==> config.mk <==
export PLATFORM = sky130hd
export DESIGN_NAME = polynomial_newton_root_finder_flat
export DESIGN_NICKNAME = d
export VERILOG_FILES = /design/src/rtl/core/pnrf_pkg.sv /design/src/rtl/core/pnrf_if.sv /design/src/rtl/core/polynomial_newton_root_finder.sv /design/src/rtl/core/pnrf_div.sv /design/src/rtl/core/pnrf_mac.sv /design/src/flat_wrapper.sv
export SDC_FILE = /design/constraint.sdc
export NUM_CORES = 2
export LEC_CHECK = 0
export ABC_CLOCK_PERIOD_IN_PS = 8100
export BUFFER_PORTS_ARGS = -buffer_cell sky130_fd_sc_hd__buf_2
export CAP_MARGIN = 15
export CORE_ASPECT_RATIO = 0.9
export CORE_UTILIZATION = 47
export CTS_CLUSTER_DIAMETER = 200
export DETAILED_ROUTE_END_ITERATION = 8
export SLEW_MARGIN = 15
export SYNTH_ARGS = -nofsm -noshare
export SYNTH_HDL_FRONTEND = slang
export SYNTH_SLANG_ARGS = --single-unit
export TNS_END_PERCENT = 50
==> constraint.sdc <==
create_clock -name clk -period 8.1 [get_ports clk]
set_input_delay 0 -clock clk [delete_from_list [all_inputs] [get_ports clk]]
set_output_delay 0 -clock clk [all_outputs]
set_load 0.02 [all_outputs]
==> src/rtl/core/pnrf_pkg.sv <==
// ============================================================================
// pnrf_pkg
// Shared constants and helpers for the polynomial Newton root finder.
// ============================================================================
package pnrf_pkg;

    localparam int TERMS_DEF     = 7;
    localparam int FRAC_BITS_DEF = 16;
    localparam int NCOEF         = 7;
    localparam int TOL_W         = 31;
    localparam int CFG_IDX_W     = 3;
    localparam int CFG_DATA_W    = 32;

    // register indexes
    localparam logic [CFG_IDX_W-1:0] REG_TOL = 3'd7;

    localparam logic [TOL_W-1:0] TOL_RESET = 31'd66;

    // saturate a 64-bit signed value to 32 bits
    function automatic logic signed [31:0] sat32(input logic signed [63:0] v);
        logic signed [31:0] r;
        if (v > 64'sd2147483647)
            r = 32'sh7FFFFFFF;
        else if (v < -64'sd2147483648)
            r = 32'sh80000000;
        else
            r = v[31:0];
        return r;
    endfunction

endpackage

==> src/rtl/core/pnrf_if.sv <==
// ============================================================================
// pnrf_in_if / pnrf_out_if
// Valid/ready channels for start words and result words.
// ============================================================================
interface pnrf_in_if;
    logic               valid;
    logic               ready;
    logic signed [31:0] start_point;
    logic [7:0]         step_limit;
    modport source (output valid, output start_point, output step_limit, input ready);
    modport sink   (input valid, input start_point, input step_limit, output ready);
endinterface

interface pnrf_out_if;
    logic               valid;
    logic               ready;
    logic signed [31:0] root_estimate;
    logic               converged;
    logic [7:0]         steps_taken;
    modport source (output valid, output root_estimate, output converged,
                    output steps_taken, input ready);
    modport sink   (input valid, input root_estimate, input converged,
                    input steps_taken, output ready);
endinterface

==> src/rtl/core/polynomial_newton_root_finder.sv <==
// ============================================================================
// polynomial_newton_root_finder
// Newton-Raphson root finder over a configured polynomial in signed fixed point.
// ============================================================================
// Channel | Dir | Words
// --------+-----+-------------------------------------------
// in_ch   | in  | start_point, step_limit
// out_ch  | out | root_estimate, converged, steps_taken
// cfg     | in  | cfg_we, cfg_idx, cfg_data (no read-back)
//
// Each item: the start word is taken, then p and p' are evaluated at the start
// point and tested; each Newton step then runs the divider start, the divider
// wait, two Horner passes on the shared multiply-add unit and the test. Reset
// clears the sequencer and loads coefficients 0, tolerance 66. A result word
// waits in the output register; the next start is taken once that word has left.
module polynomial_newton_root_finder
    import pnrf_pkg::*;
#(
    parameter int TERMS     = TERMS_DEF,
    parameter int FRAC_BITS = FRAC_BITS_DEF
)
(
    input  logic                  clk,
    input  logic                  rst_n,
    pnrf_in_if.sink               in_ch,
    pnrf_out_if.source            out_ch,
    input  logic                  cfg_we,
    input  logic [CFG_IDX_W-1:0]  cfg_idx,
    input  logic [CFG_DATA_W-1:0] cfg_data
);
    typedef enum logic [2:0] {S_IDLE, S_LOAD, S_MUL, S_ADD, S_TEST, S_DIV, S_DWAIT, S_OUT}
        state_t;

    state_t             state_reg;
    logic signed [31:0] coef_reg [NCOEF];
    logic [TOL_W-1:0]   tol_reg;
    logic signed [31:0] x_reg, f_reg, fp_reg, acc_reg;
    logic [7:0]         lim_reg, steps_reg;
    logic               pass_reg;     // 0: p, 1: p'
    logic [2:0]         k_reg;
    logic               div_start_reg;

    logic signed [31:0] mac_res, quot, addend, top;
    logic               div_done;
    logic [32:0]        af, afp;
    logic               flat;

    // derivative term k = (k+1)*coef(k+1), top term zero
    function automatic logic signed [31:0] dterm(input logic [2:0] k,
                                                 input logic signed [31:0] c);
        logic signed [63:0] p;
        p = 64'(c) * 64'({1'b0, k} + 4'd1);
        return (32'(k) + 1 >= TERMS) ? 32'sd0 : sat32(p);
    endfunction

    function automatic logic signed [31:0] cget(input logic [2:0] k);
        return coef_reg[k];
    endfunction

    assign addend = pass_reg ? dterm(k_reg, coef_reg[(k_reg == 3'd6) ? 3'd6 : k_reg + 3'd1])
                             : cget(k_reg);
    assign top    = pass_reg ? dterm(3'(TERMS - 1), 32'sd0) : coef_reg[3'(TERMS - 1)];
    assign af     = f_reg[31] ? 33'(-(33'(f_reg))) : 33'(f_reg);
    assign afp    = fp_reg[31] ? 33'(-(33'(fp_reg))) : 33'(fp_reg);
    assign flat   = (af <= 33'(tol_reg)) || (afp <= 33'(tol_reg));

    pnrf_mac #(.FRAC_BITS(FRAC_BITS)) u_mac (
        .clk(clk), .acc(acc_reg), .x(x_reg), .addend(addend), .result(mac_res));

    pnrf_div #(.FRAC_BITS(FRAC_BITS)) u_div (
        .clk(clk), .rst_n(rst_n), .start(div_start_reg), .num(f_reg), .den(fp_reg),
        .done(div_done), .quot(quot));

    assign in_ch.ready = (state_reg == S_IDLE);
    assign out_ch.valid = (state_reg == S_OUT);
    assign out_ch.root_estimate = x_reg;
    assign out_ch.converged = af < 33'(tol_reg);
    assign out_ch.steps_taken = steps_reg;

    // configuration registers
    always_ff @(posedge clk or negedge rst_n)
    begin
        if (!rst_n)
        begin
            for (int i = 0; i < NCOEF; i++) coef_reg[i] <= '0;
            tol_reg <= TOL_RESET;
        end
        else if (cfg_we)
        begin
            if (cfg_idx == REG_TOL)
                tol_reg <= cfg_data[TOL_W-1:0];
            else
                coef_reg[cfg_idx] <= cfg_data;
        end
    end

    // sequencer
    always_ff @(posedge clk or negedge rst_n)
    begin
        if (!rst_n)
        begin
            state_reg     <= S_IDLE;
            div_start_reg <= 1'b0;
        end
        else
        begin
            div_start_reg <= 1'b0;
            unique case (state_reg)
                S_IDLE:
                begin
                    if (in_ch.valid)
                    begin
                        x_reg     <= in_ch.start_point;
                        lim_reg   <= in_ch.step_limit;
                        steps_reg <= '0;
                        pass_reg  <= 1'b0;
                        state_reg <= S_LOAD;
                    end
                end
                S_LOAD:
                begin
                    acc_reg   <= top;
                    k_reg     <= 3'(TERMS - 2);
                    state_reg <= S_MUL;
                end
                S_MUL:
                    state_reg <= S_ADD;
                S_ADD:
                begin
                    acc_reg <= mac_res;
                    if (k_reg == 3'd0)
                    begin
                        if (!pass_reg)
                        begin
                            f_reg     <= mac_res;
                            pass_reg  <= 1'b1;
                            state_reg <= S_LOAD;
                        end
                        else
                        begin
                            fp_reg    <= mac_res;
                            state_reg <= S_TEST;
                        end
                    end
                    else
                    begin
                        k_reg     <= k_reg - 3'd1;
                        state_reg <= S_MUL;
                    end
                end
                S_TEST:
                begin
                    if (steps_reg >= lim_reg || flat)
                        state_reg <= S_OUT;
                    else
                    begin
                        div_start_reg <= 1'b1;
                        state_reg     <= S_DIV;
                    end
                end
                S_DIV:
                    state_reg <= S_DWAIT;
                S_DWAIT:
                begin
                    if (div_done)
                    begin
                        x_reg     <= sat32(64'(x_reg) - 64'(quot));
                        steps_reg <= steps_reg + 8'd1;
                        pass_reg  <= 1'b0;
                        state_reg <= S_LOAD;
                    end
                end
                S_OUT:
                begin
                    if (out_ch.ready)
                        state_reg <= S_IDLE;
                end
                default:
                    state_reg <= S_IDLE;
            endcase
        end
    end
endmodule

==> src/rtl/core/pnrf_div.sv <==
// ============================================================================
// pnrf_div
// Restoring divider: (a << FRAC_BITS) / b, truncated, saturated to 32 bits.
// One quotient bit per cycle.
// ============================================================================
module pnrf_div
    import pnrf_pkg::*;
#(
    parameter int FRAC_BITS = FRAC_BITS_DEF
)
(
    input  logic               clk,
    input  logic               rst_n,
    input  logic               start,
    input  logic signed [31:0] num,
    input  logic signed [31:0] den,
    output logic               done,
    output logic signed [31:0] quot
);
    localparam int NW = 64;

    logic [NW-1:0]  dvd_reg;
    logic [NW-1:0]  rem_reg;
    logic [31:0]    dsr_reg;
    logic           neg_reg;
    logic [6:0]     cnt_reg;
    logic           busy_reg;
    logic           done_reg;

    logic signed [63:0] n_ext;
    logic [NW-1:0]      n_mag;
    logic [NW-1:0]      rem_sh;
    logic [NW:0]        diff;
    logic signed [64:0] q_s;

    assign n_ext  = 64'(signed'(num)) <<< FRAC_BITS;
    assign n_mag  = n_ext[63] ? NW'(-n_ext) : NW'(n_ext);
    assign rem_sh = {rem_reg[NW-2:0], dvd_reg[NW-1]};
    assign diff   = {1'b0, rem_sh} - {33'd0, dsr_reg};

    // step loop
    always_ff @(posedge clk or negedge rst_n)
    begin
        if (!rst_n)
        begin
            busy_reg <= 1'b0;
            done_reg <= 1'b0;
            cnt_reg  <= '0;
        end
        else
        begin
            done_reg <= 1'b0;
            if (start)
            begin
                busy_reg <= 1'b1;
                cnt_reg  <= 7'(NW);
                dvd_reg  <= n_mag;
                rem_reg  <= '0;
                dsr_reg  <= den[31] ? 32'(-den) : 32'(den);
                neg_reg  <= num[31] ^ den[31];
            end
            else if (busy_reg)
            begin
                if (!diff[NW])
                begin
                    rem_reg <= diff[NW-1:0];
                    dvd_reg <= {dvd_reg[NW-2:0], 1'b1};
                end
                else
                begin
                    rem_reg <= rem_sh;
                    dvd_reg <= {dvd_reg[NW-2:0], 1'b0};
                end
                cnt_reg <= cnt_reg - 7'd1;
                if (cnt_reg == 7'd1)
                begin
                    busy_reg <= 1'b0;
                    done_reg <= 1'b1;
                end
            end
        end
    end

    // dvd_reg holds the magnitude quotient when done
    assign q_s  = neg_reg ? -$signed({1'b0, dvd_reg}) : $signed({1'b0, dvd_reg});
    assign quot = (q_s > 65'sd2147483647) ? 32'sh7FFFFFFF :
                  (q_s < -65'sd2147483648) ? 32'sh80000000 : q_s[31:0];
    assign done = done_reg;
endmodule

==> src/rtl/core/pnrf_mac.sv <==
// ============================================================================
// pnrf_mac
// Shared Horner unit: registered 32x32 product, then floor shift, add, saturate.
// ============================================================================
module pnrf_mac
    import pnrf_pkg::*;
#(
    parameter int FRAC_BITS = FRAC_BITS_DEF
)
(
    input  logic               clk,
    input  logic signed [31:0] acc,
    input  logic signed [31:0] x,
    input  logic signed [31:0] addend,
    output logic signed [31:0] result
);
    logic signed [63:0] prod_reg;
    logic signed [31:0] add_reg;
    logic signed [63:0] shifted;

    // stage 1: product
    always_ff @(posedge clk)
    begin
        prod_reg <= 64'(acc) * 64'(x);
        add_reg  <= addend;
    end

    // stage 2 comb: arithmetic shift floors toward minus infinity
    assign shifted = prod_reg >>> FRAC_BITS;
    assign result  = sat32(64'(sat32(shifted)) + 64'(add_reg));
endmodule
==> src/flat_wrapper.sv <==
// flat-port wrapper written by rule: the top's interface ports become plain ports
module polynomial_newton_root_finder_flat import pnrf_pkg::*;
#(
    parameter int TERMS     = TERMS_DEF,
    parameter int FRAC_BITS = FRAC_BITS_DEF
)
  (clk, rst_n, cfg_we, cfg_idx, cfg_data, in_ch_valid, in_ch_start_point, in_ch_step_limit, in_ch_ready, out_ch_valid, out_ch_root_estimate, out_ch_converged, out_ch_steps_taken, out_ch_ready);
  pnrf_in_if in_ch_i ();
  pnrf_out_if out_ch_i ();
  input  logic clk;
  input  logic rst_n;
  input  logic cfg_we;
  input  logic [CFG_IDX_W-1:0] cfg_idx;
  input  logic [CFG_DATA_W-1:0] cfg_data;
  input wire logic [$bits(in_ch_i.valid)-1:0] in_ch_valid;
  input wire logic [$bits(in_ch_i.start_point)-1:0] in_ch_start_point;
  input wire logic [$bits(in_ch_i.step_limit)-1:0] in_ch_step_limit;
  output wire logic [$bits(in_ch_i.ready)-1:0] in_ch_ready;
  output wire logic [$bits(out_ch_i.valid)-1:0] out_ch_valid;
  output wire logic [$bits(out_ch_i.root_estimate)-1:0] out_ch_root_estimate;
  output wire logic [$bits(out_ch_i.converged)-1:0] out_ch_converged;
  output wire logic [$bits(out_ch_i.steps_taken)-1:0] out_ch_steps_taken;
  input wire logic [$bits(out_ch_i.ready)-1:0] out_ch_ready;
  assign in_ch_i.valid = in_ch_valid;
  assign in_ch_i.start_point = in_ch_start_point;
  assign in_ch_i.step_limit = in_ch_step_limit;
  assign in_ch_ready = in_ch_i.ready;
  assign out_ch_valid = out_ch_i.valid;
  assign out_ch_root_estimate = out_ch_i.root_estimate;
  assign out_ch_converged = out_ch_i.converged;
  assign out_ch_steps_taken = out_ch_i.steps_taken;
  assign out_ch_i.ready = out_ch_ready;
  polynomial_newton_root_finder #(.TERMS(TERMS), .FRAC_BITS(FRAC_BITS)) u_core (.clk(clk), .rst_n(rst_n), .in_ch(in_ch_i), .out_ch(out_ch_i), .cfg_we(cfg_we), .cfg_idx(cfg_idx), .cfg_data(cfg_data));
endmodule
After elaboration in Yosys (flattened, before gate mapping)
Cells that the tools add are included.
Word-level totals
  memories: 0
  bits in registers: 673
  memory bits (writable): 0
  output and inout port bits: 43
  bits in latches: 0
  memory bits (read-only): 0
  bits of input ports: 80
Cells by class
  $lt $le $gt $ge: 19
  eq/ne operators: 15
  add/sub/neg operators: 14
  div/mod/pow operators: 0
  multiplexer cells: 63
  shift operators: 0
  multiply operators: 2
  reduce and logical (&&, ||, !) cells: 21
  bitwise operators: 6
Operators with widths (number)
  32-bit 2-to-1 mux: 20
  64-bit 2-to-1 mux: 5
  224-bit bitwise mux: 1
  32-bit binary-select mux with 3-bit select: 2
  64-bit by 32-bit > comparator with 1-bit output, second input constant: 2
  64-bit by 32-bit less-than comparator with 1-bit output, second input constant: 2
  32-bit one-hot mux with 2 select lines: 2
  32-bit demux with 3-bit select: 1
  33-bit by 31-bit <= comparator with 1-bit output: 2
  33-bit 2-to-1 mux: 2
  32-bit negation with 33-bit output: 2
  65-bit by 32-bit > comparator with 1-bit output, second input constant: 1
  65-bit by 32-bit less-than comparator with 1-bit output, second input constant: 1
  65-bit 2-to-1 mux: 1
  64-bit negation with 65-bit output: 1
  64-bit by 32-bit subtractor with 65-bit output: 1
  32-bit by 32-bit multiplier with 64-bit output: 1
  48-bit negation with 64-bit output: 1
  48-bit by 32-bit > comparator with 1-bit output, second input constant: 1
  48-bit by 32-bit less-than comparator with 1-bit output, second input constant: 1
  32-bit by 5-bit multiplier with 37-bit output: 1
  32-bit by 32-bit adder with 33-bit output: 1
  33-bit by 32-bit > comparator with 1-bit output, second input constant: 1
  33-bit by 31-bit less-than comparator with 1-bit output: 1
  other kinds (40): 86

Depth between registers and ports, before layout
  word-level depth: 12
  depth in mapped cells: 32
  depth with buffers taken out: 27

By module
Synthesis repeated with hierarchy kept, for this count alone.
Unflattened totals
  cells, all modules: 8690
  area, all modules: 82282.7 sq um
Modules (own cells, without submodules)
  pnrf_mac: times used 1, area each 39977.1 sq um, cells an instance 4346, seq. area each 1601.5 sq um
  polynomial_newton_root_finder: times used 1, area each 28338.4 sq um, cells an instance 2740, seq. area each 10928.0 sq um
  pnrf_div: times used 1, area each 13967.1 sq um, cells an instance 1604, seq. area each 5029.8 sq um

Worst setup path after synthesis
OpenSTA, ideal clock, no wires.
  path kind: reg-to-reg
  start point: register u_core.k_reg[1]
  end point: register u_core.u_mac.add_reg[19]
  setup time: 0.061 ns
  required time: 8.039 ns
  data arrival time: 8.611 ns
  path slack: -0.573 ns
  cell stages (with the launch flop): 32
  cell sequence: edfxtp_1 > clkbuf_1 > buf_1 > buf_1 > inv_1 > ha_1 > clkbuf_1 > a21oi_1 > clkbuf_1 > clkbuf_1 > clkbuf_1 > clkbuf_1 > o221ai_1 > o21ai_0 > nor2_1 > ha_1 > inv_1 > fa_1 > inv_1 > fa_1 > ha_1 > or2_2 > o31a_1 > a41oi_1 > o211ai_1 > o31a_1 > a2111oi_0 > xor2_1 > or4b_2 > a21oi_1 > clkbuf_1 > a311o_1
Between the ends
  longest elaborated chain between the ends: 12
Ends and longest elaborated chain
  from (decl): RTL line polynomial_newton_root_finder.sv:40  | logic [2:0] k_reg;
  from (signal assigned): RTL line polynomial_newton_root_finder.sv:123  | k_reg <= 3'(TERMS - 2);
  from (signal assigned): RTL line polynomial_newton_root_finder.sv:147  | k_reg <= k_reg - 3'd1;
  3-bit by 1-bit adder with 3-bit output / 3-bit == test (equally long branches): RTL line polynomial_newton_root_finder.sv:60  | assign addend = pass_reg ? dterm(k_reg, coef_reg[(k_reg == 3'd6) ? 3'd6 : k_reg + 3'd1])
  3-bit 2-to-1 mux: RTL line polynomial_newton_root_finder.sv:60
  3-bit NOT with 4-bit output: RTL line polynomial_newton_root_finder.sv:60
  32-bit binary-select mux with 3-bit select: RTL line polynomial_newton_root_finder.sv:60
  32-bit 2-to-1 mux (2 in series): RTL line polynomial_newton_root_finder.sv:60
  32-bit by 5-bit multiplier with 37-bit output: RTL line polynomial_newton_root_finder.sv:52  | p = 64'(c) * 64'({1'b0, k} + 4'd1);
  64-bit by 32-bit less-than comparator with 1-bit output: RTL line pnrf_pkg.sv:24  | else if (v < -64'sd2147483648)
  32-bit 2-to-1 mux: RTL line pnrf_pkg.sv:24
  32-bit 2-to-1 mux: RTL line pnrf_pkg.sv:22  | if (v > 64'sd2147483647)
  32-bit 2-to-1 mux: RTL line polynomial_newton_root_finder.sv:53  | return (32'(k) + 1 >= TERMS) ? 32'sd0 : sat32(p);
  32-bit 2-to-1 mux *: RTL line polynomial_newton_root_finder.sv:60
  named net u_core.addend[19]: RTL line polynomial_newton_root_finder.sv:43  | logic signed [31:0] mac_res, quot, addend, top;
  to (signal assigned): RTL line pnrf_mac.sv:25  | add_reg <= addend;
  to (decl): RTL line pnrf_mac.sv:18  | logic signed [31:0] add_reg;
The timed path passes the listed nets; every way through them passes the cells marked *. The select of a mux whose other input is x is not followed.
A chain may end at the register's enable or synchronous reset.

Worst setup path after layout
  start point: register u_core.u_div.dvd_reg[30]
  end point: register u_core.x_reg[7], in the netlist u_core.out_ch.root_estimate[7], data pin
Between the ends
  longest elaborated chain between the ends: 11
Ends and longest elaborated chain
  from (decl): RTL line pnrf_div.sv:22  | logic [NW-1:0] dvd_reg;
  from (signal assigned): RTL line pnrf_div.sv:57  | dvd_reg <= n_mag;
  from (signal assigned): RTL line pnrf_div.sv:67  | dvd_reg <= {dvd_reg[NW-2:0], 1'b1};
  from (signal assigned): RTL line pnrf_div.sv:72  | dvd_reg <= {dvd_reg[NW-2:0], 1'b0};
  64-bit negation with 65-bit output: RTL line pnrf_div.sv:85  | assign q_s = neg_reg ? -$signed({1'b0, dvd_reg}) : $signed({1'b0, dvd_reg});
  65-bit 2-to-1 mux *: RTL line pnrf_div.sv:85
  65-bit by 32-bit less-than comparator with 1-bit output: RTL line pnrf_div.sv:87  | (q_s < -65'sd2147483648) ? 32'sh80000000 : q_s[31:0];
  32-bit 2-to-1 mux: RTL line pnrf_div.sv:87
  32-bit 2-to-1 mux *: RTL line pnrf_div.sv:86  | assign quot = (q_s > 65'sd2147483647) ? 32'sh7FFFFFFF :
  32-bit by 32-bit subtractor with 33-bit output *: RTL line polynomial_newton_root_finder.sv:167  | x_reg <= sat32(64'(x_reg) - 64'(quot));
  64-bit by 32-bit less-than comparator with 1-bit output: RTL line pnrf_pkg.sv:24
  32-bit 2-to-1 mux: RTL line pnrf_pkg.sv:24
  32-bit 2-to-1 mux *: RTL line pnrf_pkg.sv:22
  32-bit 2-to-1 mux *: RTL line polynomial_newton_root_finder.sv:165  | if (div_done)
  32-bit one-hot mux with 2 select lines *: RTL line polynomial_newton_root_finder.sv:108  | unique case (state_reg)
  to (signal assigned): RTL line polynomial_newton_root_finder.sv:113  | x_reg <= in_ch.start_point;
  to (signal assigned): RTL line polynomial_newton_root_finder.sv:167
  to (decl): RTL line polynomial_newton_root_finder.sv:37  | logic signed [31:0] x_reg, f_reg, fp_reg, acc_reg;
Every way passes the cells marked *; elsewhere a longest branch is shown, timed or not. The select of a mux whose other input is x is not followed.

==> flow_results.org <==
** Status
- The run finished with clean final reports.

** Worst hold path
- In this run the most critical hold path is launched from in_ch_step_limit[7].
- The path class of the tightest hold or removal check is input pin to flop.

** Die
- Placeable core region :: 167000 µm²
- Effective utilization at floorplan :: approximately 47%
- Row generation in the floorplan step produced between 100 and 150 rows.
- Die width :: ~430 µm
- Pin placement for this block handled 123 I/O pins.
- Vertical die dimension :: 391 µm
- The floorplan step defined a die boundary enclosing 170000 µm².

** Setup path
- Worst setup SP type :: flop
- In this run the critical register-to-register path is launched from u_core.u_div.dvd_reg[30]$_DFFE_PP_.
- Reg-to-Reg End :: u_core.out_ch.root_estimate[7]$_DFFE_PP_
- Largest driver fanout on the critical path :: 19
- In this run the worst setup path begins at u_core.u_div.dvd_reg[30]$_DFFE_PP_.
- Setup CP Type :: flop to flop
- Critical path destination :: u_core.out_ch.root_estimate[7]$_DFFE_PP_
- The number of cells on the worst reg-to-reg path is 26.
- Data arrival time of the critical path :: 8280 ps
- Worst R2R Setup Slack :: 290 ps
- STA classifies the critical path endpoint as a flop.
- Data required time at the worst endpoint :: roughly 8600 ps

** Timing
- Relative slew slack :: 23.3%
- Fmax :: between 0.1 and 0.15 GHz
- Skew final :: a little over 70 ps
- The final-report hold violation count came to 0.
- Transition time at the pin with the least slew margin :: 1150 ps
- Crit share post-route :: a little over nine tenths
- Final setup violation count :: 0
- Number of max-slew violations in the final report :: 0
- The worst path in the final design needs a cycle of 7810 ps, including I/O delays and setup.

** Global routing
- Largest net degree at the start of global routing :: 94
- Wire length of the first global-routing pass :: 362000 µm
- Aggregate global-route resource usage :: 27.4%
- The initial antenna violation count is 6.
- Via count of the first global-routing pass :: 62284
- For this run the aggregate overflow at the end of global routing stands at 0.

** Yosys
- Sequential cell area fraction in the yosys report :: 22.2%
- Number of enable flip-flop cells after synthesis :: 308
- In this run the biggest area consumer among cell types represents 29.1% of the synthesized area.
- Cell area after synthesis :: 79200 µm²
- Post-synthesis sequential element count :: 656
- fa_1 takes more of the synthesized area than any other cell.
- The number of different library cells used by synthesis comes to 90.
- The Yosys step of the flow raised 0 warnings.
- Each instance of the synthesized netlist takes up on average 9.51 µm².
- Top area cells in the synthesized netlist :: fa_1, edfxtp_1, dfrtp_1
- Of all flip-flops after synthesis, the portion carrying an async set or reset was 40.9%.
- The most used flip-flop cell after synthesis is edfxtp_1.
- Synthesized netlist cell count :: roughly 8300
- When the netlist entered floorplanning its net count stood at 9986.

** Routing
- Wirelength, routed :: between 200000 and 250000 µm
- First drt pass iteration count :: 6
- The count of nets left with antenna violations once routing finished came out at 0.
- Wirelength per Cell :: 21.0 µm
- # DRC :: 0
- Via-per-instance ratio :: 5.59
- Vias after detailed routing :: approximately 61000
- After the first detailed-routing iteration, the DRC count stood at 4827.

** Clocking
- After clock tree synthesis, the clock-pin slew on the worst setup and hold paths is 60 ps.
- The H-tree generated during clock tree synthesis spans 3 levels.
- Clock tree synthesis found a total of 656 sinks.
- Latest clock arrival within the worst-skew pair :: 730 ps
- Buffer type at the clock tree root :: clkbuf_16
- In this run the deepest clock path goes through 3 buffers.
- TritonCTS built the clock tree.
- Number of CTS-inserted buffers :: 79

** Finish
- Net count of the finished layout :: 10243
- The register with the most flip-flops in the layout has 224 of them.
- Footprint of the flip-flops and latches :: 17600 µm²
- Number of fill cells :: 15189
- Layout Utilization :: 53.1%
- Cells with a size suffix above 1 make up 12.5% of the layout.
- Multi-input gate area :: roughly 55000 µm²
- From synthesis to final layout, the design area changed by 12.0%.

** Flow run
- Max-cap violations in this run came to 0.

** Placed design
- Routability-driven placement finished with a final weighted congestion of 0.946.
- The count of buffers added on input and output ports is 122.
- Post-detailed-placement half-perimeter wirelength :: 182000 µm
[worst min-delay path by stage]
stage	slack (ps)	cells after the start	endpoint
2_1_floorplan	-300	0	u_core.coef_reg[0]$_DFFE_PN0P_
3_3_place_gp	40	1	u_core.coef_reg[85]$_DFFE_PN0P_
3_5_place_dp	30	1	u_core.coef_reg[85]$_DFFE_PN0P_
4_1_cts	6	2	u_core.lim_reg[2]$_DFFE_PP_
5_1_grt	40	2	u_core.lim_reg[4]$_DFFE_PP_
6_report	40	2	u_core.lim_reg[7]$_DFFE_PP_
[what timing repair did]
item / CTS / global route
gates resized for setup: 4 / 56
pin swaps: 0 / 5
hold buffers: 78 / 0
endpoints found under the hold margin: 401 / 0
cloned: 0 / 0
setup buffers: 0 / 10
setup endpoints to repair: 19 / 76
[synthesized netlist by cell type, types with 17 or more instances]
master / count
mux4_2: 32
a21o_1: 154
edfxtp_1: 308
nor2b_1: 68
fa_1: 1149
and2_1: 270
a311oi_1: 31
xor2_1: 88
buf_1: 32
or2_2: 28
nand2b_1: 69
a211o_1: 17
dfxtp_1: 80
xnor2_1: 210
inv_1: 1361
o211ai_1: 24
nand3_1: 78
a221o_1: 32
o21bai_1: 17
o21ai_1: 22
nor2_1: 505
dfrtp_1: 266
nor4_1: 38
clkbuf_1: 397
mux2i_1: 78
a221oi_1: 31
or3_1: 40
mux2_2: 272
o31ai_1: 39
o41ai_1: 20
and3_1: 35
a31oi_1: 26
ha_1: 430
o21a_1: 38
o21ai_0: 268
nand2_1: 1043
nor3_1: 82
a21oi_1: 252
or4_1: 30
a2111oi_0: 19
a211oi_1: 57
nand4_1: 58
[stage by stage]
step	worst slack (ps)	cell area [µm²]	std cells	hold slack (ps)	TNS, ps
5_1_grt	-15.9	88600	10881	38.2	-31.8
6_report	287	88600	10882	40.9	0
4_1_cts	15.6	88400	10870	5.93	0
2_1_floorplan	10.5	79200	8327	-296	0
3_3_place_gp	-442	84800	10646	37.9	-3930
3_5_place_dp	-421	84800	10646	33.3	-2940
[cell families (layout without fill, tap and decap cells)]
group | after synthesis | in the layout | share of synthesized area [%]
AOI/OAI and AO/OA | 1198 | 1198 | 10.1
xor gates and xnor gates | 298 | 298 | 3.30
adders and majority gates | 1588 | 1588 | 36.0
buffers and inverters | 1802 | 2124 | 8.57
DFF | 656 | 656 | 22.2
muxes | 382 | 382 | 5.77
other | 0 | 1 | 0
and+or+nand+nor | 2403 | 2403 | 14.1
[critical path, cell delays in order (launching register included)]
cell	delay (ps)
edfxtp_1	470
or4_1	590
or4_1	600
or4_1	600
buf_4	200
or3_4	410
o41ai_4	340
nand2_1	90
nor3_1	250
nand4_1	180
o31a_1	480
buf_4	230
o21ai_1	200
ha_1	320
a21oi_1	260
nand3_1	150
o311ai_0	360
buf_4	230
o2111ai_1	160
a21bo_2	300
nand3_1	80
nand3_1	140
nor2_2	240
buf_12	210
buf_12	120
nor2_1	40
o21ai_0	280
[final cells by class]
| cell class | instances | share of cell area, % |
|---|---|---|
| antenna | 1 | 0.00282 |
| clock buffer | 106 | 2.48 |
| clock inverter | 40 | 0.655 |
| inverter | 1361 | 5.76 |
| multi-input combinational | 5869 | 62.2 |
| sequential | 656 | 19.8 |
| tap | 2232 | 3.15 |
| timing repair buffer | 617 | 5.96 |
[layer usage]
layer | vias up | global-route usage [%] | part of all wire, %
met4 | 6 | 9.19 | 3.7
met5 | - | 0 | 0.019
met1 | 31011 | 38.1 | 44
met3 | 367 | 2.85 | 5.2
met2 | 1838 | 44.7 | 47
li1 | 27589 | - | -
[cell usage in the layout, fill, tap and decap left out, drive strengths merged, types with 32 or more instances in the layout]
master / count
fa: 1149
mux2: 272
o21ai: 300
and2: 270
a221o: 32
mux4: 32
a211oi: 57
o21a: 38
inv: 1363
dfrtp: 266
dlygate4sd3: 77
nand4: 58
nor3: 83
dfxtp: 80
mux2i: 78
nand3: 78
a21o: 154
nor2b: 68
nor4: 38
nand2b: 69
xnor2: 210
or3: 41
edfxtp: 308
a21oi: 252
ha: 430
or4: 32
and3: 35
o31ai: 39
buf: 540
nor2: 505
nand2: 1043
xor2: 88
clkbuf: 106
Power is not shown: default switching activity piles up to over one toggle a cycle in this logic, so the estimate is an artifact.
